<file path="src/assert_macros.svh">
// Assertion macro used by the heap top-level RTL.
// Expects i_clk and i_rst_n in the scope of use.
`ifndef ASSERT_MACROS_SVH
`define ASSERT_MACROS_SVH
// Clocked property check, muted while in reset.
`define HMH_ASSERT(lbl, prop, msg) \
    lbl: assert property (@(posedge i_clk) disable iff (!i_rst_n) (prop)) else $error(msg);
`endif

</file>
<file path="src/hmh_pkg.sv">
// Shared types, constants and helpers of the five-way min-heap.
// No dependencies.
`timescale 1ns / 1ps
package hmh_pkg;
    localparam int CAPACITY = 512;
    localparam int ADDR_W   = 9;
    localparam int CNT_W    = 10;
    localparam int VAL_W    = 31;
    localparam int FIRST_W  = 12;
    localparam int OFF_W    = 3;

    localparam logic [1:0] CMD_INSERT = 2'd0;
    localparam logic [1:0] CMD_DELMIN = 2'd1;
    localparam logic [1:0] CMD_DELMAX = 2'd2;
    localparam logic [1:0] CMD_REMOVE = 2'd3;

    localparam logic [2:0] ST_OK       = 3'd0;
    localparam logic [2:0] ST_EMPTY    = 3'd1;
    localparam logic [2:0] ST_FULL     = 3'd2;
    localparam logic [2:0] ST_NOTFOUND = 3'd3;
    localparam logic [2:0] ST_ZERO     = 3'd4;

    typedef struct packed {
        logic             vld;
        logic [VAL_W-1:0] val;
        logic [OFF_W-1:0] off;
    } t_best;

    // x / 5 for x < 512
    function automatic logic [ADDR_W-1:0] div5(input logic [ADDR_W-1:0] x);
        logic [ADDR_W+7:0] p;
        p = {8'd0, x} * (ADDR_W+8)'(205);
        return ADDR_W'(p[ADDR_W+7:10]);
    endfunction
endpackage

</file>
<file path="src/hmh_cell.sv">
// One child-slot cell: holds a child value, shifts it on, and keeps the
// running smallest child along the chain. Depends on hmh_pkg.
`timescale 1ns / 1ps
module hmh_cell import hmh_pkg::*; (
    input  logic             i_clk,
    input  logic             i_rst_n,
    input  logic             i_shift,
    input  logic [VAL_W-1:0] i_val,
    input  logic             i_vld,
    input  logic [OFF_W-1:0] i_off,
    output logic [VAL_W-1:0] o_val,
    output logic             o_vld,
    output logic [OFF_W-1:0] o_off,
    input  t_best            i_best,
    output t_best            o_best
);
    logic [VAL_W-1:0] r_val;
    logic             r_vld;
    logic [OFF_W-1:0] r_off;

    always_ff @(posedge i_clk) begin
        if (!i_rst_n) begin
            r_vld <= 1'b0;
        end else if (i_shift) begin
            r_vld <= i_vld;
        end
        if (i_shift) begin
            r_val <= i_val;
            r_off <= i_off;
        end
    end

    // earlier child wins ties
    always_comb begin
        if (r_vld && (!i_best.vld || r_val < i_best.val)) begin
            o_best = '{vld: 1'b1, val: r_val, off: r_off};
        end else begin
            o_best = i_best;
        end
    end

    assign o_val = r_val;
    assign o_vld = r_vld;
    assign o_off = r_off;
endmodule

</file>
<file path="config.mk">
export PLATFORM = sky130hd
export DESIGN_NAME = hmh_cell
export DESIGN_NICKNAME = d
export VERILOG_FILES = /design/src/assert_macros.svh /design/src/hmh_pkg.sv /design/src/hmh_cell.sv
export SDC_FILE = /design/constraint.sdc
export NUM_CORES = 1
export LEC_CHECK = 0
export BUFFER_PORTS_ARGS = -buffer_cell sky130_fd_sc_hd__clkbuf_2
export CAP_MARGIN = 15
export CELL_PAD_IN_SITES_DETAIL_PLACEMENT = 0
export CELL_PAD_IN_SITES_GLOBAL_PLACEMENT = 1
export CORE_MARGIN = 2
export CORE_UTILIZATION = 34
export DETAILED_ROUTE_END_ITERATION = 10
export GPL_ROUTABILITY_DRIVEN = 0
export PLACE_DENSITY_LB_ADDON = 0.1
export SYNTH_ARGS = -nofsm -noshare
export SYNTH_HDL_FRONTEND = slang
export SYNTH_SLANG_ARGS = --single-unit
</file>
<file path="constraint.sdc">
create_clock -name i_clk -period 5.7 [get_ports i_clk]
set_input_delay 1.14 -clock i_clk [delete_from_list [all_inputs] [get_ports i_clk]]
set_output_delay 1.14 -clock i_clk [all_outputs]
set_load 0.01 [all_outputs]
</file>
# --- Word level (Yosys, flattened, before mapping) ---
# Index checks and enable logic that the tools add are counted.
word_totals:
  output_inout_bits: 70
  reg_bits: 35
  in_bits: 73
  wordCells: 8
classes:
  n_lt_le_gt_ge: 1
  n_reduce_logical: 3
  n_mux: 1
op_table:
  columns: ["op", "count"]
  rows:
  - ["$mux 35", 1]
  - ["$lt 31x31->1", 1]
  - ["$logic_and 1x1->1", 1]
  - ["$logic_not 1->1", 1]
  - ["$logic_or 1x1->1", 1]

# --- Depth between registers and ports, before layout ---
logic_depth:
  ltp_word: 4
  mapped_depth: 9
  mapped_depth_nobuf: 8

# --- Least setup slack after synthesis ---
# Ideal clock, no wire load.
synth_timing:
  path_type: "input-to-output"
  start: "in i_best[16] (netlist bit)"
  end: "out o_best[10] (netlist bit)"
  path_buffers: 1
  required_time_ps: 4560
  stages: 9
  path_slack_ps: 1573
  t_arrival_ps: 2987
  cell_sequence: "inv_1 > ha_1 > a21oi_1 > nand2_1 > a221oi_1 > o41ai_1 > a41oi_2 > buf_6 > mux2_2"
synth_lines:
  columns: ["item", "line_no", "rtl"]
  rows:
  - ["from (decl)", "hmh_cell.sv:14", "input t_best i_best,"]
  - ["to (decl)", "hmh_cell.sv:15", "output t_best o_best"]

==> qor.csv <==
metric;value;unit
run status;finished, final reports clean;
PortBufs;142;
syn nets;287;
max-cap viol count;0;
maximum VDD drop;121;µV
gr usage total;14.0;%
Hold Buf Count CTS;0;
worst hold path type;reg2reg;
worst skew pair latency;0.29;ns
Starting Density;34.5;%
initial drt markers;41;
CP Class;in2out;
Max Slew Vio Count;0;
drc violations;0;
ratio of cells with drive above 1 in the final layout;57.1;%
Synth Warn #;0;
Die H;86.3;µm
Antenna diodes;0;
Synth top area share;44.3;%
Post-DP HPWL;4360;µm
Post-Syn Instances;184;
Final Hold Fails;0;
Slowest-stage cell, CP;mux2_2;
Final #Nets;435;
average cell area after synthesis;12.5;µm²
Post-synth EDFFs;34;
share of flip-flops with an asynchronous set or reset;0;%
Leak;1.67;nW
routed wire length;5360;µm
CP Cell Sequence;clkbuf_2 -> inv_1 -> ha_1 -> nand2_1 -> o21ai_0 -> a221oi_1 -> o211ai_1 -> a41oi_4 -> buf_4 -> mux2_2 -> clkbuf_2;
vias post-DR;1867;
number of synthesized register bits;35;
CP max stage delay;0.37;ns
die width;86.3;µm
Cell Area, Synth;2300;µm²
maximum fanout along the worst path;17;
Avg WL per Cell;13.0;µm
crit share post-route;78.2;%
CTS Buffer Depth;2;
CTS buffer count;5;
Area contributors post-synth;edfxtp_1 (44%), ha_1 (16%), mux2_2 (12%), mux2_4 (6.5%), inv_1 (5.2%);
critical path startpoint category;input port;
WP data required;4.56;ns
clock root cell;clkbuf_8;
vias in the first global route;1745;
Final Power;746;µW
post-synth cell types;28;
CP dominant cell by count;clkbuf_2;
largest net degree at the start of global routing;36;
post-synthesis sequential area ratio;45.2;%
Die ar.;7450;µm²
global route total overflow;0;
ANT nets after route;0;
Clock Sinks;35;
drt first pass iters;4;
Ports;143;
clock slew at reported path FFs;0.08;ns
DR vias/cell;4.52;
H-tree depth;2;
Fin Setup TNS;0;ns
CTS tree;done;
number of cell rows;30;
final setup vio count;0;
CP endpoint kind;output port;
RSZ-0062 raised after global routing;no;
PD cells;231;nW/µm²
Fmax achieved;0.224;GHz
Max-slew headroom;36.8;%
core area;6680;µm²
Tmin final;4.46;ns
Post-CTS Setup Bufs;0;
Data arrival, critical path;3.32;ns
Most used DFF post-synth;edfxtp_1;
largest area contributor in the netlist;edfxtp_1;
Fin Clk Skew;0;ns
Resized Gates After CTS;0;
Area growth syn-to-layout;40.0;%
Slew @ Worst Pin;0.948;ns
initial antenna violation count;0;
global-route wire length before repair;8090;µm
-- cells in the mapped netlist, types with 2 or more instances --
cell      instances
o21ai_0           4
nor2_1            2
mux2_4           10
nand4_1           2
a21oi_1          12
mux2_2           24
inv_1            32
a221oi_1          2
buf_6             3
edfxtp_1         34
ha_1             30
nand3_1           3
nor2b_1           2
nand2_1          10
-- layout make-up --
| cell class | instances | area [µm²] |
|---|---|---|
| Tap cell | 80 | 100 |
| Multi-Input combinational cell | 114 | 1120 |
| Fill cell | 627 | 3460 |
| Sequential cell | 35 | 1040 |
| Timing Repair Buffer | 144 | 726 |
| Clock inverter | 2 | 35.0 |
| Clock buffer | 6 | 82.6 |
| Inverter | 32 | 120 |
-- final timing paths --
check | startpoint | end | slack, ns | cells past startpoint
min reg2reg | o_vld$_SDFFE_PN0P_ | o_vld$_SDFFE_PN0P_ | 0.61 | 2
max reg2reg | o_vld$_SDFFE_PN0P_ | o_vld$_SDFFE_PN0P_ | 4.97 | 2
min | o_vld$_SDFFE_PN0P_ | o_vld$_SDFFE_PN0P_ | 0.61 | 2
max | i_best[29] | o_best[0] | 1.24 | 11
-- cell usage in the layout (no fill, tap or decap), drive strengths merged, types with 3 or more instances in the layout --
cell type    n
o21ai        5
ha          30
edfxtp      34
inv         32
nand2       10
a21oi       12
nand3        3
clkbuf     148
mux2        34
nand4        3
-- worst max-delay path, delay by kind of cell --
family	cells	cell delay [ns]
multiplexers	1	0.37
buffers and inverters	4	0.57
adder cells (fa/ha/maj)	1	0.28
AO/OA/AOI/OAI	4	0.84
AND/OR/NAND/NOR	1	0.13
-- flip-flops by register name, summed over array words and instances, names as in the netlist --
name / flops
o_off: 3
o_val: 31
o_vld: 1
-- power breakdown --
part | internal (mW) | switching (mW) | total [mW]
registers | 0.306 | 0.0160 | 0.322
logic | 0.0941 | 0.0927 | 0.187
clock network | 0.142 | 0.0960 | 0.238
total | 0.542 | 0.205 | 0.746
-- per-stage QoR --
step	cells	util (%)	worst slack (ns)	area (µm²)	hold slack [ns]
finish	413	48.3	1.24	3230	0.614
global route	413	48.3	1.11	3230	0.650
floorplan	184	-	1.57	2300	0.595
detailed placement	405	46.5	1.23	3110	0.605
CTS	413	48.3	1.22	3230	0.618
global placement	405	46.5	1.20	3110	0.596
-- routing by layer --
| layer | routed length [µm] | global-route usage [%] | vias up |
|---|---|---|---|
| li1 | - | - | 967 |
| met1 | 2210 | 16.7 | 827 |
| met2 | 2760 | 24.2 | 71 |
| met3 | 371 | 4.00 | 2 |
| met4 | 23 | 4.26 | 0 |
| met5 | 0 | 0 | - |
-- cells by family after synthesis --
family          count (synthesis)  share of synthesized area, %
buf+inv                        35                          6.68
mux                            35                          18.7
flops                          35                          45.2
fa+ha+maj                      30                          16.3
compound gates                 27                          8.31
simple gates                   22                          4.89
Power figures use the tool's default switching activity.
